$ cat config.mk
export PLATFORM = sky130hd
export DESIGN_NAME = lba_to_chs_read_splitter
export DESIGN_NICKNAME = d
export VERILOG_FILES = /design/src/lbachs_pkg.sv /design/src/lba_to_chs_read_splitter.sv /design/src/lbachs_div.sv /design/src/lbachs_seq.sv
export SDC_FILE = /design/constraint.sdc
export NUM_CORES = 1
export LEC_CHECK = 0
export ABC_AREA = 1
export BUFFER_PORTS_ARGS = -buffer_cell sky130_fd_sc_hd__buf_2
export CORE_ASPECT_RATIO = 1.2
export CORE_UTILIZATION = 55
export CTS_CLUSTER_SIZE = 10
export DETAILED_ROUTE_END_ITERATION = 10
export PLACE_DENSITY = 0.79
export SLEW_MARGIN = 20
export SYNTH_ARGS = -nofsm -noshare
export SYNTH_HDL_FRONTEND = slang
export SYNTH_SLANG_ARGS = --single-unit
$ cat constraint.sdc
create_clock -name clock -period 8.15 [get_ports clock]
set_input_delay 0.815 -clock clock [delete_from_list [all_inputs] [get_ports clock]]
set_output_delay 0.815 -clock clock [all_outputs]
set_load 0.01 [all_outputs]
$ cat src/lbachs_pkg.sv
// Package for the LBA-to-CHS read splitter: request/result structs,
// divider interface structs, sequencer states and register indexes.
// No dependencies.
package lbachs_pkg;

   // Geometry and request limits
   localparam int GROUP_SECTORS = 4;
   localparam int MAX_REQUEST   = 64;
   localparam int LBA_W         = 32;
   localparam int DIVISOR_W     = 9;
   localparam int DIV_CNT_W     = $clog2(LBA_W);

   // Configuration register indexes (paddr bit 2)
   localparam logic REG_SECTORS_PER_TRACK  = 1'b0;
   localparam logic REG_HEADS_PER_CYLINDER = 1'b1;

   // Request payload
   typedef struct packed {
      logic [7:0]       drive_number;
      logic [LBA_W-1:0] start_lba;
      logic [6:0]       sector_count;
   } req_type;

   // Result payload, one per chunk
   typedef struct packed {
      logic [7:0]  drive_out;
      logic [15:0] cylinder;
      logic [7:0]  head_number;
      logic [5:0]  sector_number;
      logic [4:0]  chunk_length;
      logic [5:0]  request_offset;
      logic        last_chunk;
   } rsp_type;

   // Shared divider command and status
   typedef struct packed {
      logic                 start;
      logic [LBA_W-1:0]     dividend;
      logic [DIVISOR_W-1:0] divisor;
   } div_cmd_type;

   typedef struct packed {
      logic                 done;
      logic [LBA_W-1:0]     quotient;
      logic [DIVISOR_W-1:0] remainder;
   } div_rsp_type;

   // Chunk sequencer states
   typedef enum logic [2:0] {
      ST_IDLE,
      ST_TRK_GO,
      ST_TRK_WAIT,
      ST_CYL_GO,
      ST_CYL_WAIT,
      ST_EMIT
   } seq_state_type;

endpackage

$ cat src/lba_to_chs_read_splitter.sv
// Top level of the LBA-to-CHS read splitter: geometry registers on the
// APB-style port, chunk sequencer and shared divider. Depends on lbachs_pkg,
// lbachs_div and lbachs_seq.
//
// Usage:
//  - req_* carries one read request (drive, start LBA, sector count); it is
//    taken when req_valid is high and req_stall low. Counts above 64 are
//    treated as 64; a count of 0 is taken and gives no result.
//  - rsp_* carries one result per chunk: CHS address of the chunk start,
//    length (at most 4, never across a track end), offset within the
//    request and a last flag. Results are taken when rsp_valid is high and
//    rsp_stall low.
//  - Each chunk takes two passes through the one bit-per-cycle divider
//    (LBA by sectors per track, then track by heads) plus start, wait
//    and load states; req_stall stays high until the last chunk is loaded.
//  - The result register frees the sequencer: the next chunk's divisions
//    run while a result waits, and a new request may be taken while the
//    last result of the previous one still waits. A held rsp_stall stops
//    the sequencer only at the point of loading the next result.
//  - Reset (synchronous) returns to idle with no pending result and sets
//    63 sectors per track and 16 heads. Write geometry only while idle.
module lba_to_chs_read_splitter (
   input  logic                  clock,
   input  logic                  reset,
   input  logic                  req_valid,
   output logic                  req_stall,
   input  lbachs_pkg::req_type   req_data,
   output logic                  rsp_valid,
   input  logic                  rsp_stall,
   output lbachs_pkg::rsp_type   rsp_data,
   input  logic                  psel,
   input  logic                  penable,
   input  logic                  pwrite,
   input  logic [2:0]            paddr,
   input  logic [31:0]           pwdata,
   output logic [31:0]           prdata,
   output logic                  pready
);

   logic [5:0]                spt_ff, spt_in;
   logic [8:0]                hpc_ff, hpc_in;
   logic [5:0]                spt_eff;
   logic [8:0]                hpc_eff;
   logic                      csr_write;
   lbachs_pkg::div_cmd_type   div_cmd;
   lbachs_pkg::div_rsp_type   div_rsp;

   // Register writes and reads
   assign pready    = 1'b1;
   assign csr_write = psel && penable && pwrite;

   always_comb begin
      spt_in = spt_ff;
      hpc_in = hpc_ff;
      if (csr_write) begin
         case (paddr[2])
            lbachs_pkg::REG_SECTORS_PER_TRACK:  spt_in = pwdata[5:0];
            lbachs_pkg::REG_HEADS_PER_CYLINDER: hpc_in = pwdata[8:0];
            default: ;
         endcase
      end
   end

   always_comb begin
      case (paddr[2])
         lbachs_pkg::REG_SECTORS_PER_TRACK:  prdata = {26'd0, spt_ff};
         lbachs_pkg::REG_HEADS_PER_CYLINDER: prdata = {23'd0, hpc_ff};
         default:                            prdata = '0;
      endcase
   end

   always_ff @(posedge clock) begin
      if (reset) begin
         spt_ff <= 6'd63;
         hpc_ff <= 9'd16;
      end else begin
         spt_ff <= spt_in;
         hpc_ff <= hpc_in;
      end
   end

   // Zero geometry is used as one; heads saturate at 256
   always_comb begin
      spt_eff = (spt_ff == '0) ? 6'd1 : spt_ff;
      if (hpc_ff == '0) begin
         hpc_eff = 9'd1;
      end else if (hpc_ff > 9'd256) begin
         hpc_eff = 9'd256;
      end else begin
         hpc_eff = hpc_ff;
      end
   end

   lbachs_seq u_seq (
      .clock     (clock),
      .reset     (reset),
      .req_valid (req_valid),
      .req_stall (req_stall),
      .req_data  (req_data),
      .rsp_valid (rsp_valid),
      .rsp_stall (rsp_stall),
      .rsp_data  (rsp_data),
      .spt       (spt_eff),
      .hpc       (hpc_eff),
      .div_cmd   (div_cmd),
      .div_rsp   (div_rsp)
   );

   lbachs_div u_div (
      .clock   (clock),
      .reset   (reset),
      .div_cmd (div_cmd),
      .div_rsp (div_rsp)
   );

   // Chunk length stays within one group and is never empty
   a_chunk_len: assert property (@(posedge clock) disable iff (reset)
      rsp_valid |-> (rsp_data.chunk_length != '0) &&
                    (rsp_data.chunk_length <= 5'(lbachs_pkg::GROUP_SECTORS)))
      else $error("chunk length out of range");

   // Sector number is one-based and inside the track
   a_sector_num: assert property (@(posedge clock) disable iff (reset)
      rsp_valid |-> (rsp_data.sector_number != '0) &&
                    (rsp_data.sector_number <= spt_eff))
      else $error("sector number outside the track");

   // A chunk never runs past the largest request
   a_offset: assert property (@(posedge clock) disable iff (reset)
      rsp_valid |-> (7'(rsp_data.request_offset) + 7'(rsp_data.chunk_length)
                     <= 7'(lbachs_pkg::MAX_REQUEST)))
      else $error("chunk runs past the request");

   // The divider start is never asserted twice in a row
   a_div_start: assert property (@(posedge clock) disable iff (reset)
      div_cmd.start |=> !div_cmd.start)
      else $error("divider started twice in a row");

endmodule

$ cat src/lbachs_div.sv
// Shared restoring divider: 32-bit dividend by a 9-bit divisor (1..256),
// one quotient bit per cycle. Depends on lbachs_pkg.
module lbachs_div (
   input  logic                      clock,
   input  logic                      reset,
   input  lbachs_pkg::div_cmd_type   div_cmd,
   output lbachs_pkg::div_rsp_type   div_rsp
);

   logic                                 busy_ff, busy_in;
   logic                                 done_ff, done_in;
   logic [lbachs_pkg::DIV_CNT_W-1:0]     cnt_ff, cnt_in;
   logic [lbachs_pkg::LBA_W-1:0]         quo_ff, quo_in;
   logic [lbachs_pkg::DIVISOR_W-1:0]     rem_ff, rem_in;
   logic [lbachs_pkg::DIVISOR_W-1:0]     divisor_ff, divisor_in;
   logic [lbachs_pkg::DIVISOR_W-1:0]     trial;
   logic                                 fits;

   // One restoring step: remainder stays below the divisor (<= 255)
   always_comb begin
      trial = {rem_ff[lbachs_pkg::DIVISOR_W-2:0], quo_ff[lbachs_pkg::LBA_W-1]};
      fits  = (trial >= divisor_ff);
   end

   always_comb begin
      busy_in    = busy_ff;
      done_in    = 1'b0;
      cnt_in     = cnt_ff;
      quo_in     = quo_ff;
      rem_in     = rem_ff;
      divisor_in = divisor_ff;
      if (div_cmd.start) begin
         busy_in    = 1'b1;
         cnt_in     = '0;
         quo_in     = div_cmd.dividend;
         rem_in     = '0;
         divisor_in = div_cmd.divisor;
      end else if (busy_ff) begin
         quo_in = {quo_ff[lbachs_pkg::LBA_W-2:0], fits};
         rem_in = fits ? (trial - divisor_ff) : trial;
         cnt_in = cnt_ff + lbachs_pkg::DIV_CNT_W'(1);
         if (cnt_ff == lbachs_pkg::DIV_CNT_W'(lbachs_pkg::LBA_W - 1)) begin
            busy_in = 1'b0;
            done_in = 1'b1;
         end
      end
   end

   always_ff @(posedge clock) begin
      if (reset) begin
         busy_ff <= 1'b0;
         done_ff <= 1'b0;
         cnt_ff  <= '0;
      end else begin
         busy_ff <= busy_in;
         done_ff <= done_in;
         cnt_ff  <= cnt_in;
      end
   end

   always_ff @(posedge clock) begin
      quo_ff     <= quo_in;
      rem_ff     <= rem_in;
      divisor_ff <= divisor_in;
   end

   assign div_rsp.done      = done_ff;
   assign div_rsp.quotient  = quo_ff;
   assign div_rsp.remainder = rem_ff;

endmodule

$ cat src/lbachs_seq.sv
// Chunk sequencer: holds the running request, drives the shared divider
// twice per chunk and loads the result register. Depends on lbachs_pkg.
module lbachs_seq (
   input  logic                      clock,
   input  logic                      reset,
   input  logic                      req_valid,
   output logic                      req_stall,
   input  lbachs_pkg::req_type       req_data,
   output logic                      rsp_valid,
   input  logic                      rsp_stall,
   output lbachs_pkg::rsp_type       rsp_data,
   input  logic [5:0]                spt,
   input  logic [8:0]                hpc,
   output lbachs_pkg::div_cmd_type   div_cmd,
   input  lbachs_pkg::div_rsp_type   div_rsp
);

   lbachs_pkg::seq_state_type   state_ff, state_in;

   logic [lbachs_pkg::LBA_W-1:0] lba_ff, lba_in;
   logic [6:0]                   remaining_ff, remaining_in;
   logic [4:0]                   group_ff, group_in;
   logic [5:0]                   covered_ff, covered_in;
   logic [7:0]                   drive_ff, drive_in;
   logic [5:0]                   in_track_ff, in_track_in;
   logic                         rsp_valid_ff, rsp_valid_in;
   lbachs_pkg::rsp_type          rsp_ff, rsp_in;

   logic [6:0]                   count_sat;
   logic                         req_take;
   logic                         out_free;
   logic                         emit_load;
   logic [4:0]                   group_eff;
   logic [5:0]                   room;
   logic [4:0]                   len;
   logic                         last;

   // Request count, saturated to the largest request
   always_comb begin
      count_sat = (req_data.sector_count > 7'(lbachs_pkg::MAX_REQUEST)) ?
                  7'(lbachs_pkg::MAX_REQUEST) : req_data.sector_count;
      req_take  = req_valid && (state_ff == lbachs_pkg::ST_IDLE);
      out_free  = !rsp_valid_ff || !rsp_stall;
   end

   // Chunk length: bounded by the open group and by the end of the track
   always_comb begin
      if (group_ff == '0) begin
         group_eff = (remaining_ff < 7'(lbachs_pkg::GROUP_SECTORS)) ?
                     remaining_ff[4:0] : 5'(lbachs_pkg::GROUP_SECTORS);
      end else begin
         group_eff = group_ff;
      end
      room = spt - in_track_ff;
      len  = (6'(group_eff) < room) ? group_eff : room[4:0];
      last = (remaining_ff == 7'(len));
   end

   // Next state
   always_comb begin
      state_in = state_ff;
      case (state_ff)
         lbachs_pkg::ST_IDLE: begin
            if (req_valid && (count_sat != '0)) state_in = lbachs_pkg::ST_TRK_GO;
         end
         lbachs_pkg::ST_TRK_GO:   state_in = lbachs_pkg::ST_TRK_WAIT;
         lbachs_pkg::ST_TRK_WAIT: begin
            if (div_rsp.done) state_in = lbachs_pkg::ST_CYL_GO;
         end
         lbachs_pkg::ST_CYL_GO:   state_in = lbachs_pkg::ST_CYL_WAIT;
         lbachs_pkg::ST_CYL_WAIT: begin
            if (div_rsp.done) state_in = lbachs_pkg::ST_EMIT;
         end
         lbachs_pkg::ST_EMIT: begin
            if (out_free) state_in = last ? lbachs_pkg::ST_IDLE : lbachs_pkg::ST_TRK_GO;
         end
         default: state_in = lbachs_pkg::ST_IDLE;
      endcase
   end

   // State-decoded outputs: divider commands, input stall, result load
   always_comb begin
      req_stall        = (state_ff != lbachs_pkg::ST_IDLE);
      div_cmd.start    = 1'b0;
      div_cmd.dividend = lba_ff;
      div_cmd.divisor  = {3'b000, spt};
      emit_load        = 1'b0;
      case (state_ff)
         lbachs_pkg::ST_TRK_GO: begin
            div_cmd.start = 1'b1;
         end
         lbachs_pkg::ST_CYL_GO: begin
            div_cmd.start    = 1'b1;
            div_cmd.dividend = div_rsp.quotient;
            div_cmd.divisor  = hpc;
         end
         lbachs_pkg::ST_EMIT: begin
            emit_load = out_free;
         end
         default: ;
      endcase
   end

   // Running request state and result register
   always_comb begin
      lba_in       = lba_ff;
      remaining_in = remaining_ff;
      group_in     = group_ff;
      covered_in   = covered_ff;
      drive_in     = drive_ff;
      in_track_in  = in_track_ff;
      rsp_in       = rsp_ff;
      rsp_valid_in = rsp_valid_ff && rsp_stall;

      if (req_take) begin
         lba_in       = req_data.start_lba;
         remaining_in = count_sat;
         group_in     = '0;
         covered_in   = '0;
         drive_in     = req_data.drive_number;
      end

      // track remainder is the sector within the track
      if ((state_ff == lbachs_pkg::ST_TRK_WAIT) && div_rsp.done) begin
         in_track_in = div_rsp.remainder[5:0];
      end

      if (emit_load) begin
         rsp_in.drive_out      = drive_ff;
         rsp_in.cylinder       = div_rsp.quotient[15:0];
         rsp_in.head_number    = div_rsp.remainder[7:0];
         rsp_in.sector_number  = in_track_ff + 6'd1;
         rsp_in.chunk_length   = len;
         rsp_in.request_offset = covered_ff;
         rsp_in.last_chunk     = last;
         rsp_valid_in          = 1'b1;
         lba_in                = lba_ff + lbachs_pkg::LBA_W'(len);
         remaining_in          = remaining_ff - 7'(len);
         group_in              = group_eff - len;
         covered_in            = covered_ff + 6'(len);
      end
   end

   always_ff @(posedge clock) begin
      if (reset) begin
         state_ff     <= lbachs_pkg::ST_IDLE;
         rsp_valid_ff <= 1'b0;
         remaining_ff <= '0;
         group_ff     <= '0;
         covered_ff   <= '0;
         lba_ff       <= '0;
         drive_ff     <= '0;
      end else begin
         state_ff     <= state_in;
         rsp_valid_ff <= rsp_valid_in;
         remaining_ff <= remaining_in;
         group_ff     <= group_in;
         covered_ff   <= covered_in;
         lba_ff       <= lba_in;
         drive_ff     <= drive_in;
      end
   end

   always_ff @(posedge clock) begin
      in_track_ff <= in_track_in;
      rsp_ff      <= rsp_in;
   end

   assign rsp_valid = rsp_valid_ff;
   assign rsp_data  = rsp_ff;

endmodule
==> flow_metrics.py <==
metrics = {
    "clocking": {
        "clock_path_buffers": 2,
        "clock-sinks": 189,
        "holdBufCountCts": 0,
        "cts.htree.levels": 4,
        "post-cts-setup-buffers": 0,
        "post_cts_resized": 0,
        "numCtsBuffers": 17,
        "cts_tree": "built",
        "insertion_delay_ns": 0.44,
        "root_buffer": "clkbuf_16",
        "path_clk_slew_ns": 0.08,
    },
    "worst_setup_path": {
        "critPathTopFamily": "adder cells",
        "path_class": "flop to flop",
        "worst-path-max-fanout": 9,
        "critPathBufInv": 7,
        "crit_arrival_ns": 5.92,
        "cp_common_cell": "inv_1",
        "startpoint_type": "flop",
        "critPathCaptureType": "flop",
        "crit_required_ns": 8.44,
        "worst_path_max_delay_cell": "o21ai_0",
        "max_stage_delay_ns": 0.54,
    },
    "placed_design": {
        "port_buffers": 124,
        "dpl.hpwl_um": 15900,
        "globalplace.congestion": 0.921,
    },
    "route": {
        "routedWlPerCell_um": 15.1,
        "routed.top_layer": "met4",
        "wirelength_um": 22600,
        "dr_wl_met3_um": 1150,
        "dr_wl_met2_um": 11400,
        "antenna_left": 0,
        "drcViolationCount": 0,
        "dr.pass1.iters": 5,
        "viasPerCell": 5.44,
        "first_iter_violations": 639,
        "vias": 8164,
        "wl_met1_um": 9600,
    },
    "yosys": {
        "ys_async_sr_fraction": 0,
        "syn_area_um2": 9830,
        "yosysSeqAreaShare": 0.484,
        "synth_compound_area_frac": 0.137,
        "ys_ff_latch": 189,
        "ys_types": 49,
        "synth_warnings": 0,
        "synthFlopType": "edfxtp_1",
        "synth_edf_count": 97,
        "synth_top_family_by_area": "simple AND/OR/NAND/NOR gates",
        "yosys.area_share.simple": 0.202,
        "synthMuxAreaShare": 0,
        "synth_xor_area_frac": 0.0196,
        "synth.avg_cell_area_um2": 8.47,
        "synth_cells": 1161,
        "yosys.area_share.adder": 0.0631,
    },
    "cells_and_area": {
        "regArea_um2": 4750,
        "fin_nets": 1402,
        "drive_gt1_frac": 0.156,
        "final_common_cell": "nand2_1",
        "multi_input_area_um2": 4240,
        "area_growth_syn_to_layout_pct": 12.5,
        "nFillCells": 1491,
        "most-common-layout-cells": "nand2_1, inv_1, buf_2",
    },
    "floorplanning": {
        "die_h_um": 148,
        "die_area_um2": 18400,
        "start_util": 0.561,
        "rows": 53,
        "ios": 174,
        "core_area_um2": 17500,
        "fp.dieW_um": 124,
    },
    "sta": {
        "slew_headroom": 0.435,
        "drv_slew": 0,
        "period_minus_slack_ns": 5.62,
        "finalSetupTns_ns": 0,
        "fin_skew_ns": 0.0151,
        "worstMarginPinSlew_ns": 0.846,
        "rsz0062_at_grt": "no",
        "hold_viol_final": 0,
        "max_freq_ghz": 0.178,
        "finalCritPeriodShare": 0.690,
        "setup_viol": 0,
    },
    "global_route": {
        "grt_max_degree": 72,
        "antenna_found_initial": 2,
        "grt_use_total": 0.254,
        "grt_overflow_total": 0,
        "grt_pass1_wl_um": 36000,
        "grt_pass1_vias": 7529,
    },
    "power_and_ir_drop": {
        "ir_drop_uv": 199,
        "cellPowerDensity_nw_per_um2": 318,
        "power_w": 0.00352,
        "leakagePower_nw": 4.62,
    },
    "job": {
        "drv_cap": 0,
    },
    "worst_hold_path": {
        "hp-class": "flop to flop",
    },
    "run_status": {
        "status": "complete, no violations",
    },
}
## through the flow
stage          setup WS [ns]  hold slack (ns)  area, µm²  cells  utilization
3_3_place_gp            2.85            0.413      10500   1468        0.598
3_5_place_dp            2.71            0.416      10500   1468        0.598
5_1_grt                 2.04            0.430      11100   1502        0.632
6_report                2.53            0.430      11100   1502        0.632
2_1_floorplan           3.56            0.409       9910   1183            -
4_1_cts                 2.60            0.428      11100   1500        0.631
## synthesized netlist by cell type (all sizes together), types with 5 or more instances
library cell / n / area (µm²)
a21oi: 87 / 443
a31oi: 27 / 169
buf: 35 / 238
clkbuf: 31 / 146
dfxtp: 92 / 1840
edfxtp: 97 / 2910
fa: 6 / 120
ha: 40 / 500
inv: 141 / 529
nand2: 255 / 995
nand3: 64 / 358
nand4: 10 / 62.6
nor2: 88 / 373
nor3: 19 / 105
nor4: 7 / 56.3
o211ai: 7 / 52.6
o21a: 5 / 37.5
o21ai: 101 / 509
o22ai: 5 / 31.3
xor2: 18 / 158
## worst reg2reg max path, delay by kind of cell, from the launching register on
| kind | cells | cell delay [ns] |
|---|---|---|
| AND/OR/NAND/NOR | 12 | 1.25 |
| flip-flops | 1 | 0.32 |
| buffers and inverters | 7 | 0.63 |
| AO/OA/AOI/OAI | 6 | 1.41 |
| adder cells (fa/ha/maj) | 5 | 1.64 |
| XOR/XNOR | 1 | 0.23 |
## sequential cells by signal, indices dropped and copies added (netlist names)
signal,flops
hpc_ff,9
u_seq.in_track_ff,6
u_div.quo_ff,32
u_div.cnt_ff,5
u_seq.rsp_valid,1
u_seq.lba_ff,32
u_div.busy_ff,1
spt_ff,6
u_div.done_ff,1
u_div.rem_ff,8
u_div.divisor_ff,9
u_seq.group_ff,5
u_seq.rsp_data,50
u_seq.drive_ff,8
u_seq.state_ff,3
u_seq.remaining_ff,7
u_seq.covered_ff,6
## cell families (layout without fill, tap and decap cells)
group | count (synthesis) | count (layout)
buf+inv | 208 | 305
simple gates | 449 | 449
compound gates | 245 | 245
fa+ha+maj | 46 | 46
flops | 189 | 189
xor+xnor | 22 | 22
other cells | 2 | 26
## layout make-up
class | count | area share
clock inverters | 14 | 0.0131
flip-flops and latches | 189 | 0.430
repair buffers | 131 | 0.0609
inverters | 142 | 0.0483
diodes | 2 | 0.000453
clock buffers | 18 | 0.0388
multi-input cells | 786 | 0.383
well taps | 220 | 0.0249
## final timing paths
kind,slack [ns],from,depth (start not counted),end
worst max-delay path,2.53,spt_ff[1],31,u_seq.lba_ff[16]
worst min-delay path,0.43,u_seq.drive_ff[6],0,u_seq.rsp_data[48]
worst max register to register,2.53,spt_ff[1],31,u_seq.lba_ff[16]
worst min register to register,0.43,u_seq.drive_ff[6],0,u_seq.rsp_data[48]
## power breakdown
| group | switching [W] | internal (W) | leakage, nW | total [W] |
|---|---|---|---|---|
| Sequential | 0.000136 | 0.00130 | 1.65 | 0.00144 |
| Clock | 0.000401 | 0.000410 | 0.284 | 0.000811 |
| Combinational | 0.000865 | 0.000401 | 2.68 | 0.00127 |
## layer usage
metal  up-vias  global-route usage
met2       269               0.431
met4         0               0.106
met3        32              0.0410
met1      3796               0.317
li1       4067                   -
met5         -                   0
Power figures use the tool's default switching activity.
